$ cat src/rtl/core/csv_field_splitter_core_defines.svh
// Assertion helpers for the core top file.
`ifndef CSV_FIELD_SPLITTER_CORE_DEFINES_SVH
`define CSV_FIELD_SPLITTER_CORE_DEFINES_SVH

// Same-cycle implication, checked outside reset.
`define CSVFS_ASSERT_IMPL(label, clk, rst, ante, cons) \
   label: assert property (@(posedge clk) disable iff (rst) (ante) |-> (cons)) \
      else $error("csvfs: same-cycle check failed");

// Next-cycle implication, checked outside reset.
`define CSVFS_ASSERT_NEXT(label, clk, rst, ante, cons) \
   label: assert property (@(posedge clk) disable iff (rst) (ante) |=> (cons)) \
      else $error("csvfs: next-cycle check failed");

`endif

$ cat src/rtl/core/csvfs_pkg.sv
`timescale 1ns / 1ps

package csvfs_pkg;

   localparam int OFFSET_BITS = 24;
   localparam int INDEX_BITS  = 16;
   localparam int LIMIT_BITS  = 16;
   localparam int CSR_ADDR_BITS = 8;

   typedef logic [OFFSET_BITS-1:0] off_type;
   typedef logic [INDEX_BITS-1:0]  idx_type;
   typedef logic [LIMIT_BITS-1:0]  limit_type;
   typedef logic [CSR_ADDR_BITS-1:0] csr_addr_type;

   localparam csr_addr_type CSR_COLUMN_LIMIT = csr_addr_type'(0);
   localparam csr_addr_type CSR_ROW_LIMIT    = csr_addr_type'(1);

   localparam logic [7:0] CH_QUOTE = 8'h22;
   localparam logic [7:0] CH_COMMA = 8'h2c;
   localparam logic [7:0] CH_CR    = 8'h0d;
   localparam logic [7:0] CH_LF    = 8'h0a;
   localparam logic [7:0] MARK_0   = 8'hef;
   localparam logic [7:0] MARK_1   = 8'hbb;
   localparam logic [7:0] MARK_2   = 8'hbf;

   // Mark index code for a byte that is no byte-order-mark byte.
   localparam logic [1:0] MARK_NONE = 2'd3;

   typedef enum logic [2:0] {
      CLS_OTHER,
      CLS_QUOTE,
      CLS_COMMA,
      CLS_CR,
      CLS_LF
   } tok_class_type;

   typedef struct packed {
      logic [7:0] data_byte;
      logic       start_of_file;
      logic       last_byte;
   } req_type;

   typedef struct packed {
      idx_type    row_index;
      idx_type    column_index;
      off_type    start_offset;
      off_type    field_length;
      logic       ends_row;
      logic       out_of_range;
   } rsp_type;

   typedef struct packed {
      tok_class_type cls;
      logic [1:0]    mark_idx;
      logic          start_of_file;
      logic          last_byte;
   } tok_type;

   typedef struct packed {
      logic take;
      logic emit;
   } back_stat_type;

   function automatic off_type sat_off(input off_type v);
      return (v == '1) ? v : off_type'(v + 1'b1);
   endfunction

   function automatic idx_type sat_idx(input idx_type v);
      return (v == '1) ? v : idx_type'(v + 1'b1);
   endfunction

endpackage

$ cat src/rtl/core/csvfs_front.sv
`timescale 1ns / 1ps

module csvfs_front (
   input  logic               clock,
   input  logic               reset,
   input  logic               req_push,
   output logic               req_full,
   input  csvfs_pkg::req_type req_data,
   output logic               tok_valid,
   output csvfs_pkg::tok_type tok_data,
   input  logic               tok_take
);

   csvfs_pkg::tok_type q_ff [2];
   csvfs_pkg::tok_type tok_new;
   logic [1:0] count_ff, count_in;
   logic       wr_ff, wr_in;
   logic       rd_ff, rd_in;
   logic       push_ok;

   // Classify the byte.
   always_comb begin
      tok_new.start_of_file = req_data.start_of_file;
      tok_new.last_byte     = req_data.last_byte;
      unique case (req_data.data_byte)
         csvfs_pkg::CH_QUOTE: tok_new.cls = csvfs_pkg::CLS_QUOTE;
         csvfs_pkg::CH_COMMA: tok_new.cls = csvfs_pkg::CLS_COMMA;
         csvfs_pkg::CH_CR:    tok_new.cls = csvfs_pkg::CLS_CR;
         csvfs_pkg::CH_LF:    tok_new.cls = csvfs_pkg::CLS_LF;
         default:             tok_new.cls = csvfs_pkg::CLS_OTHER;
      endcase
      unique case (req_data.data_byte)
         csvfs_pkg::MARK_0: tok_new.mark_idx = 2'd0;
         csvfs_pkg::MARK_1: tok_new.mark_idx = 2'd1;
         csvfs_pkg::MARK_2: tok_new.mark_idx = 2'd2;
         default:           tok_new.mark_idx = csvfs_pkg::MARK_NONE;
      endcase
   end

   assign req_full  = (count_ff == 2'd2);
   assign push_ok   = req_push && !req_full;
   assign tok_valid = (count_ff != 2'd0);
   assign tok_data  = q_ff[rd_ff];

   always_comb begin
      wr_in = push_ok  ? !wr_ff : wr_ff;
      rd_in = tok_take ? !rd_ff : rd_ff;
      unique case ({push_ok, tok_take})
         2'b10:   count_in = 2'(count_ff + 2'd1);
         2'b01:   count_in = 2'(count_ff - 2'd1);
         default: count_in = count_ff;
      endcase
   end

   always_ff @(posedge clock) begin
      if (reset) begin
         count_ff <= 2'd0;
         wr_ff    <= 1'b0;
         rd_ff    <= 1'b0;
      end else begin
         count_ff <= count_in;
         wr_ff    <= wr_in;
         rd_ff    <= rd_in;
      end
   end

   always_ff @(posedge clock) begin
      if (push_ok) begin
         q_ff[wr_ff] <= tok_new;
      end
   end

endmodule

$ cat src/rtl/core/csvfs_back.sv
`timescale 1ns / 1ps

module csvfs_back (
   input  logic                       clock,
   input  logic                       reset,
   input  logic                       tok_valid,
   input  csvfs_pkg::tok_type         tok_data,
   output logic                       tok_take,
   input  csvfs_pkg::limit_type       column_limit,
   input  csvfs_pkg::limit_type       row_limit,
   output logic                       rsp_empty,
   input  logic                       rsp_pop,
   output csvfs_pkg::rsp_type         rsp_data,
   output csvfs_pkg::back_stat_type   stat
);

   // Parse state
   csvfs_pkg::off_type pos_ff, pos_in;
   csvfs_pkg::off_type fs_ff, fs_in;
   csvfs_pkg::off_type qe_ff, qe_in;
   logic               qev_ff, qev_in;
   logic               inq_ff, inq_in;
   logic               cr_ff, cr_in;
   logic [1:0]         mm_ff, mm_in;
   csvfs_pkg::idx_type row_ff, row_in;
   csvfs_pkg::idx_type col_ff, col_in;

   // Working values after an optional start-of-file clear
   csvfs_pkg::off_type p, fs, qe, fs_mid, delim, len;
   logic               qev, inq, cr;
   logic [1:0]         mm;
   csvfs_pkg::idx_type row, col;
   logic               emit, ends;
   csvfs_pkg::rsp_type res;

   // Result queue
   csvfs_pkg::rsp_type oq_ff [2];
   logic [1:0] oq_cnt_ff, oq_cnt_in;
   logic       oq_wr_ff, oq_rd_ff;
   logic       pop_ok, push_ok, adv;

   always_comb begin
      p   = tok_data.start_of_file ? '0   : pos_ff;
      fs  = tok_data.start_of_file ? '0   : fs_ff;
      qe  = tok_data.start_of_file ? '0   : qe_ff;
      qev = tok_data.start_of_file ? 1'b0 : qev_ff;
      inq = tok_data.start_of_file ? 1'b0 : inq_ff;
      cr  = tok_data.start_of_file ? 1'b0 : cr_ff;
      mm  = tok_data.start_of_file ? 2'd0 : mm_ff;
      row = tok_data.start_of_file ? '0   : row_ff;
      col = tok_data.start_of_file ? '0   : col_ff;

      pos_in = csvfs_pkg::sat_off(p);
      fs_mid = fs;
      qe_in  = qe;
      qev_in = qev;
      inq_in = inq;
      cr_in  = 1'b0;
      mm_in  = mm;
      row_in = row;
      col_in = col;
      emit   = 1'b0;
      ends   = 1'b0;
      delim  = p;

      if (cr && tok_data.cls == csvfs_pkg::CLS_LF) begin
         // CR LF pair: the field ends at the CR
         emit  = 1'b1;
         ends  = 1'b1;
         delim = (p != '0) ? csvfs_pkg::off_type'(p - 1'b1) : '0;
      end else begin
         // track the byte-order mark over the first three bytes
         if (p < csvfs_pkg::off_type'(3) && csvfs_pkg::off_type'(mm) == p
             && tok_data.mark_idx == p[1:0]) begin
            mm_in = 2'(mm + 2'd1);
            if (mm == 2'd2) begin
               fs_mid = csvfs_pkg::off_type'(3);
            end
         end
         unique case (tok_data.cls)
            csvfs_pkg::CLS_QUOTE: begin
               if (inq) begin
                  inq_in = 1'b0;
                  if (!qev && p >= fs_mid) begin
                     qe_in  = p;
                     qev_in = 1'b1;
                  end
               end else begin
                  inq_in = 1'b1;
                  if (qev && qe < csvfs_pkg::sat_off(fs_mid)) begin
                     qev_in = 1'b0;
                  end
               end
            end
            csvfs_pkg::CLS_COMMA: emit = !inq;
            csvfs_pkg::CLS_CR:    cr_in = !tok_data.last_byte;
            csvfs_pkg::CLS_LF: begin
               emit = 1'b1;
               ends = 1'b1;
            end
            default: ;
         endcase
      end

      // opening quote moves the field start on by one byte
      fs_in = (tok_data.cls == csvfs_pkg::CLS_QUOTE && !inq && !(cr && 1'b0))
              ? csvfs_pkg::sat_off(fs_mid) : fs_mid;

      if (qev && qe >= fs_mid) begin
         len = csvfs_pkg::off_type'(qe - fs_mid);
      end else if (delim >= fs_mid) begin
         len = csvfs_pkg::off_type'(delim - fs_mid);
      end else begin
         len = '0;
      end

      res.row_index    = row;
      res.column_index = col;
      res.start_offset = fs_mid;
      res.field_length = len;
      res.ends_row     = ends;
      res.out_of_range = (32'(row) >= 32'(row_limit)) || (32'(col) >= 32'(column_limit));

      if (emit) begin
         qev_in = 1'b0;
         fs_in  = csvfs_pkg::sat_off(p);
         if (ends) begin
            row_in = csvfs_pkg::sat_idx(row);
            col_in = '0;
         end else begin
            col_in = csvfs_pkg::sat_idx(col);
         end
      end
   end

   assign pop_ok    = rsp_pop && (oq_cnt_ff != 2'd0);
   assign adv       = tok_valid && ((oq_cnt_ff != 2'd2) || pop_ok);
   assign push_ok   = adv && emit;
   assign tok_take  = adv;
   assign rsp_empty = (oq_cnt_ff == 2'd0);
   assign rsp_data  = oq_ff[oq_rd_ff];
   assign stat.take = adv;
   assign stat.emit = push_ok;

   always_comb begin
      unique case ({push_ok, pop_ok})
         2'b10:   oq_cnt_in = 2'(oq_cnt_ff + 2'd1);
         2'b01:   oq_cnt_in = 2'(oq_cnt_ff - 2'd1);
         default: oq_cnt_in = oq_cnt_ff;
      endcase
   end

   always_ff @(posedge clock) begin
      if (reset) begin
         pos_ff    <= '0;
         fs_ff     <= '0;
         qe_ff     <= '0;
         qev_ff    <= 1'b0;
         inq_ff    <= 1'b0;
         cr_ff     <= 1'b0;
         mm_ff     <= 2'd0;
         row_ff    <= '0;
         col_ff    <= '0;
         oq_cnt_ff <= 2'd0;
         oq_wr_ff  <= 1'b0;
         oq_rd_ff  <= 1'b0;
      end else begin
         if (adv) begin
            pos_ff <= pos_in;
            fs_ff  <= fs_in;
            qe_ff  <= qe_in;
            qev_ff <= qev_in;
            inq_ff <= inq_in;
            cr_ff  <= cr_in;
            mm_ff  <= mm_in;
            row_ff <= row_in;
            col_ff <= col_in;
         end
         oq_cnt_ff <= oq_cnt_in;
         oq_wr_ff  <= push_ok ? !oq_wr_ff : oq_wr_ff;
         oq_rd_ff  <= pop_ok  ? !oq_rd_ff : oq_rd_ff;
      end
   end

   always_ff @(posedge clock) begin
      if (push_ok) begin
         oq_ff[oq_wr_ff] <= res;
      end
   end

endmodule

$ cat src/rtl/core/csv_field_splitter_core.sv
`timescale 1ns / 1ps
// Path: a byte accepted into the front-end queue is classified there, parsed by the
// back end once the result queue has room, and any field record it ends is registered
// in the result queue. Throughput: one byte per cycle while the result queue has room or is popped.
// Reset: synchronous, active high; clears both queues and all parse state and sets
// both limits to 65535.
`include "csv_field_splitter_core_defines.svh"

module csv_field_splitter_core (
   input  logic                     clock,
   input  logic                     reset,
   // byte input
   input  logic                     req_push,
   output logic                     req_full,
   input  csvfs_pkg::req_type       req_data,
   // field records
   output logic                     rsp_empty,
   input  logic                     rsp_pop,
   output csvfs_pkg::rsp_type       rsp_data,
   // limit registers
   input  logic                     csr_valid,
   output logic                     csr_ready,
   input  csvfs_pkg::csr_addr_type  csr_index,
   input  csvfs_pkg::limit_type     csr_wdata
);

   csvfs_pkg::limit_type      column_limit_ff;
   csvfs_pkg::limit_type      row_limit_ff;
   logic                      tok_valid;
   logic                      tok_take;
   csvfs_pkg::tok_type        tok_data;
   csvfs_pkg::back_stat_type  stat;

   // Writes must land only while idle; users keep to it, the block takes them at once, unchecked.
   assign csr_ready = 1'b1;

   // Hold the limits; drop writes to unknown indexes.
   always_ff @(posedge clock) begin
      if (reset) begin
         column_limit_ff <= '1;
         row_limit_ff    <= '1;
      end else if (csr_valid && csr_ready) begin
         unique case (csr_index)
            csvfs_pkg::CSR_COLUMN_LIMIT: column_limit_ff <= csr_wdata;
            csvfs_pkg::CSR_ROW_LIMIT:    row_limit_ff    <= csr_wdata;
            default: ;
         endcase
      end
   end

   // Front end: classify each byte and queue it for the parser.
   csvfs_front u_front (
      .clock     (clock),
      .reset     (reset),
      .req_push  (req_push),
      .req_full  (req_full),
      .req_data  (req_data),
      .tok_valid (tok_valid),
      .tok_data  (tok_data),
      .tok_take  (tok_take)
   );

   // Back end: parse one byte a cycle while the result queue has room; queue field records.
   csvfs_back u_back (
      .clock        (clock),
      .reset        (reset),
      .tok_valid    (tok_valid),
      .tok_data     (tok_data),
      .tok_take     (tok_take),
      .column_limit (column_limit_ff),
      .row_limit    (row_limit_ff),
      .rsp_empty    (rsp_empty),
      .rsp_pop      (rsp_pop),
      .rsp_data     (rsp_data),
      .stat         (stat)
   );

   // Takes need a queued byte, records a take; full holds with no take, empty with no record.
   `CSVFS_ASSERT_IMPL(a_take_needs_tok, clock, reset, stat.take, tok_valid)
   `CSVFS_ASSERT_IMPL(a_emit_needs_take, clock, reset, stat.emit, stat.take)
   `CSVFS_ASSERT_NEXT(a_full_holds, clock, reset, req_full && !stat.take, req_full)
   `CSVFS_ASSERT_NEXT(a_empty_holds, clock, reset, rsp_empty && !stat.emit, rsp_empty)

endmodule
$ cat config.mk
export PLATFORM = sky130hd
export DESIGN_NAME = csv_field_splitter_core
export DESIGN_NICKNAME = d
export VERILOG_FILES = /design/src/rtl/core/csvfs_pkg.sv /design/src/rtl/core/csvfs_front.sv /design/src/rtl/core/csvfs_back.sv /design/src/rtl/core/csv_field_splitter_core.sv
export VERILOG_INCLUDE_DIRS = /design/src /design/src/rtl/core
export SDC_FILE = /design/constraint.sdc
export NUM_CORES = 1
export LEC_CHECK = 0
export ABC_AREA = 1
export BUFFER_PORTS_ARGS = -buffer_cell sky130_fd_sc_hd__buf_2
export CAP_MARGIN = 25
export CORE_AREA = 4 4 212 214
export CTS_CLUSTER_DIAMETER = 60
export CTS_CLUSTER_SIZE = 40
export DETAILED_ROUTE_END_ITERATION = 8
export DIE_AREA = 0 0 216 218
export PLACE_DENSITY = 0.8
export SYNTH_ARGS = -nofsm -noshare
export SYNTH_HDL_FRONTEND = slang
export SYNTH_HIERARCHICAL = 1
export SYNTH_SLANG_ARGS = --single-unit
$ cat constraint.sdc
create_clock -name clock -period 6.2 [get_ports clock]
set_clock_uncertainty 0.1 [all_clocks]
set_input_delay 0.31 -clock clock [delete_from_list [all_inputs] [get_ports clock]]
set_output_delay 0.31 -clock clock [all_outputs]
set_load 0.01 [all_outputs]
# --- Yosys cells after proc, flatten, opt, wreduce, memory -nomap -nowiden ---
# Memories as Yosys holds them, arrays and structs flattened. A register that Yosys moved wholly into a read port is not among the register bits.
# Index checks and enable logic that the tools add are counted.
word_totals:
  elab_cells: 156
  out_inout_bits: 85
  ramBits: 178
  regBits: 149
  mem_count: 2
  inputBits: 39
classes:
  n_reduce_logical: 30
  mux: 61
  order_cmp: 7
  eq_ne: 26
  add_sub_neg: 13
mem_list:
  columns: ["name", "depth", "word_bits", "read_ports", "rd_ports_with_merged_regs", "write_ports", "line", "rtl"]
  rows:
  - ["u_back.oq_ff", 2, 82, 1, 1, 1, "csvfs_back.sv:37", "csvfs_pkg::rsp_type oq_ff [2];"]
  - ["u_front.q_ff", 2, 7, 1, 1, 1, "csvfs_front.sv:14", "csvfs_pkg::tok_type q_ff [2];"]
op_table:
  columns: ["op", "n"]
  rows:
  - ["2-to-1 mux 24 bit", 20]
  - ["2-to-1 mux 16 bit", 8]
  - ["adder 24 x 1 -> 24 bit, second input constant", 3]
  - ["equality test 24 bit, second input constant", 3]
  - [">= comparator 24 bit", 3]
  - ["subtractor 24 bit", 2]
  - ["adder 16 x 1 -> 16 bit, second input constant", 2]
  - ["equality test 16 bit, second input constant", 2]
  - [">= comparator 16 bit", 2]
  - ["2-to-1 mux 1 bit", 25]
  - ["equality test 2 x 24 -> 1 bit", 1]
  - ["equality test 8 bit, second input constant", 3]
  - ["< comparator 24 x 2 -> 1 bit, second input constant", 1]
  - ["< comparator 24 bit", 1]
  - ["nonzero test 24 bit", 1]
  - ["subtractor 24 x 1 -> 24 bit, second input constant", 1]
  - ["equality test 8 x 4 -> 1 bit, second input constant", 2]
  - ["equality test 8 x 6 -> 1 bit, second input constant", 2]
  - ["case mux 3 bit (4 select lines)", 1]
  - ["logical AND 1 bit", 11]
  - ["equality test 2 bit, second input constant", 4]
  - ["equality test 8 x 1 -> 1 bit, second input constant", 1]
  - ["logical NOT 1 bit", 8]
  - ["logical NOT 8 bit", 1]
  - ["16 further kinds", 29]

# --- Longest topological paths before layout ---
depth:
  ltp_word: 15
  depth_mapped: 39
  depth_no_buf: 35

# --- By module ---
# Netlist, hierarchy kept.
modules_own_cells:
  columns: ["module", "instances", "area_each_um2", "cells_each", "seq_area_each_um2"]
  rows:
  - ["csvfs_back", 1, 19160.9, 2444, 7206.9]
  - ["csv_field_splitter_core", 1, 1317.5, 160, 640.6]
  - ["csvfs_front", 1, 910.9, 92, 520.5]

# --- Least setup slack after synthesis ---
# Ideal clock, no wire load.
synth_timing:
  path_kind: "register to register"
  startpoint: "register (tool-made name)"
  endpoint: "memory u_back/oq_ff[1][0] (netlist bit), enable pin"
  arrival_time_ps: 5086
  stages_incl_launch_ff: 12
  required_ps: 5576
  setup_slack_ps: 490
  period_less_slack_ps: 5710
  setup_time_ps: 524
  n_path_buf: 2
  path_cell_list: "dfxtp_1 > buf_6 > mux2_2 > inv_2 > buf_4 > nand2_1 > inv_1 > nor2_1 > nor2_1 > nor2_1 > inv_1 > nor2_1"
synth_lines:
  columns: ["element", "line"]
  rows:
  - ["to (decl)", "csvfs_back.sv:37"]

==> results.py <==
metrics = {
    "die": {
        "die_x_um": 216,
        "start_util": 0.498,
        "rows": 76,
        "fp.dieArea_um2": 47100,
        "pin_count": 124,
        "die_h_um": 218,
        "coreArea_um2": 42900,
    },
    "worst_setup_path": {
        "cp.buffers_inverters": 7,
        "critical_path_arrival_ns": 6.03,
        "critical_path.top_delay_family": "compound AO/OA/AOI/OAI gates",
        "r2r_end": "u_back/oq_ff[0][6]$_DFFE_PP_",
        "crit_type": "register to register",
        "crit_fanout": 12,
        "cpPeakStageDelay_ns": 0.49,
        "critPathCaptureType": "register",
        "ff2ff_path_depth": 29,
        "slowest_stage": "dfxtp_1",
        "worst_ep_required_time_ns": 6.41,
        "critPathLaunchType": "register",
        "r2r_slack_ns": 0.38,
        "cp.depth": 29,
    },
    "worst_hold_path": {
        "hold_path.class": "input pin to register",
        "min_to": "u_front/wr_ff$_SDFFE_PP0P_",
        "min-delay-start": "req_push",
        "hold_depth": 5,
    },
    "yosys": {
        "syn_area_per_cell_um2": 7.93,
        "syn_inst": 2694,
        "yosysWarnings": 6,
        "synth_area_um2": 21400,
        "synth_fp_nets": 2871,
    },
    "global_routing": {
        "antenna_found_initial": 3,
        "grt_pass1_vias": 18900,
        "grtUsageTotal": 0.289,
        "grt_max_degree": 67,
        "grt_overflow": 0,
        "grt_pass1_wl_um": 108000,
    },
    "sta": {
        "fin_crit_ns": 5.82,
        "setup_viol": 0,
        "setup_tns_ns": 0,
        "hold_violations": 0,
        "slew_headroom": 0.260,
        "fmax_ghz": 0.172,
        "fin_hold_ws_ns": 0.0409,
        "drv_slew": 0,
        "rsz0062_at_grt": "no",
        "worst_pin_slew_ns": 1.11,
        "fin_crit_sh": 0.939,
    },
    "route": {
        "wl_um": 69800,
        "viasPerCell": 5.76,
        "drtIter0Drc": 2161,
        "postRouteAntennaNets": 0,
        "num_vias": 19700,
        "route.detailed.drc": 0,
        "wl_per_cell_um": 20.4,
        "detail_route.first_pass.iterations": 6,
    },
    "placed_design": {
        "place_hpwl_um": 54300,
        "numPortBuffers": 122,
        "place_congestion": 1.05,
    },
    "finish": {
        "nFillCells": 3969,
        "syn_to_final_growth_pct": 11.3,
        "layout-drive-gt1-share": 0.133,
        "utilization": 0.555,
        "n_antenna_cell": 0,
        "final_nets": 2985,
    },
    "clock_tree": {
        "cts.sinks": 329,
        "cts-buffers-inserted": 27,
        "post-cts-setup-buffer-count": 0,
        "path_clk_slew_ns": 0.08,
        "htreeDepth": 1,
        "clockBufferDepth": 3,
        "clk_latency_ns": 0.60,
        "cts_tree": "built",
        "cts_root_buffer": "clkbuf_16",
    },
    "outcome": {
        "outcome": "complete, no violations",
    },
    "power_and_ir_drop": {
        "p_per_area_nw_per_um2": 477,
        "p_leak_nw": 10.6,
        "total_power_mw": 11.4,
        "peakVddDrop_mv": 0.346,
    },
    "flow_run": {
        "cap_violations": 0,
    },
}
==> layout make-up <==
| cell class | count | area, µm² | share of cell area |
|---|---|---|---|
| multi-input cells | 1907 | 11200 | 0.472 |
| flip-flops and latches | 329 | 8370 | 0.352 |
| inverters | 370 | 1390 | 0.0584 |
| repair buffers | 173 | 1090 | 0.0459 |
| well taps | 585 | 732 | 0.0308 |
| clock buffers | 31 | 722 | 0.0303 |
| clock inverters | 19 | 255 | 0.0107 |
==> how the worst max path moves through the flow <==
stage	startpoint	to	slack (ns)
detailed placement	register	u_back/oq_ff[0][4]$_DFFE_PP_	0.19
global route	register	u_back/oq_ff[0][4]$_DFFE_PP_	0.007
global placement	register	u_back/oq_ff[0][25]$_DFFE_PP_	0.43
CTS	register	u_back/oq_ff[0][4]$_DFFE_PP_	0.15
floorplan	register	u_back/oq_ff[1][0]$_DFFE_PP_	0.49
finish	register	u_back/oq_ff[0][6]$_DFFE_PP_	0.38
==> metrics by stage <==
step,cell area [µm²],worst slack (ns),cells
after global placement,22500,0.427,3343
final,23800,0.376,3414
after global routing,23800,0.00696,3414
after CTS,23800,0.145,3413
after floorplan,21400,0.490,2694
after detailed placement,22600,0.186,3345
==> routing by layer <==
layer	share of wire	up-vias	global-route usage
met5	0.00036	-	0
met4	0.044	4	0.103
met3	0.090	175	0.0509
met2	0.44	888	0.467
met1	0.42	9298	0.393
li1	-	9310	-
==> cell usage in the layout (no fill, tap or decap), drive strengths merged, types with 38 or more instances in the layout <==
cell / count
a21oi: 214
buf: 155
dfxtp: 151
edfxtp: 178
ha: 136
inv: 377
mux2: 89
nand2: 503
nand3: 164
nand4: 38
nor2: 281
nor3: 67
o21ai: 182
xor2: 65
==> flip-flops by register name, summed over array words and instances (netlist names), named ones only <==
name and cells:
u_back/oq_ff 164, u_back/qev_ff 1, u_back/cr_ff 1, u_front/rd_ff 1
u_back/qe_ff 24, u_back/oq_cnt_ff 2, u_back/fs_ff 24, u_back/mm_ff 2
u_back/oq_wr_ff 1, u_back/col_ff 16, u_front/q_ff 14, column_limit_ff 16
u_back/oq_rd_ff 1, u_front/count_ff 2, u_back/row_ff 16, u_front/wr_ff 1
row_limit_ff 16, u_back/inq_ff 1, u_back/pos_ff 24
==> worst register-to-register path, delay by kind of cell (launching register included) <==
kind / cells / cell delay, ns
AO/OA/AOI/OAI: 9 / 1.64
AND/OR/NAND/NOR: 9 / 1.34
buffers and inverters: 7 / 0.84
adder cells (fa/ha/maj): 3 / 0.84
flip-flops: 1 / 0.49
multiplexers: 1 / 0.30
==> where the power goes <==
| group | leakage (nW) | switching (mW) | internal, mW |
|---|---|---|---|
| logic | 7.21 | 4.19 | 2.05 |
| clock network | 0.474 | 0.924 | 0.939 |
| registers | 2.93 | 0.297 | 2.95 |
==> repair_timing <==
item / 4_1_cts / 5_1_grt
endpoints found under the setup margin: 0 / 48
resized for setup: 0 / 13
hold buffers: 18 / 0
hold endpoints to repair: 36 / 0
Power figures use the tool's default switching activity.
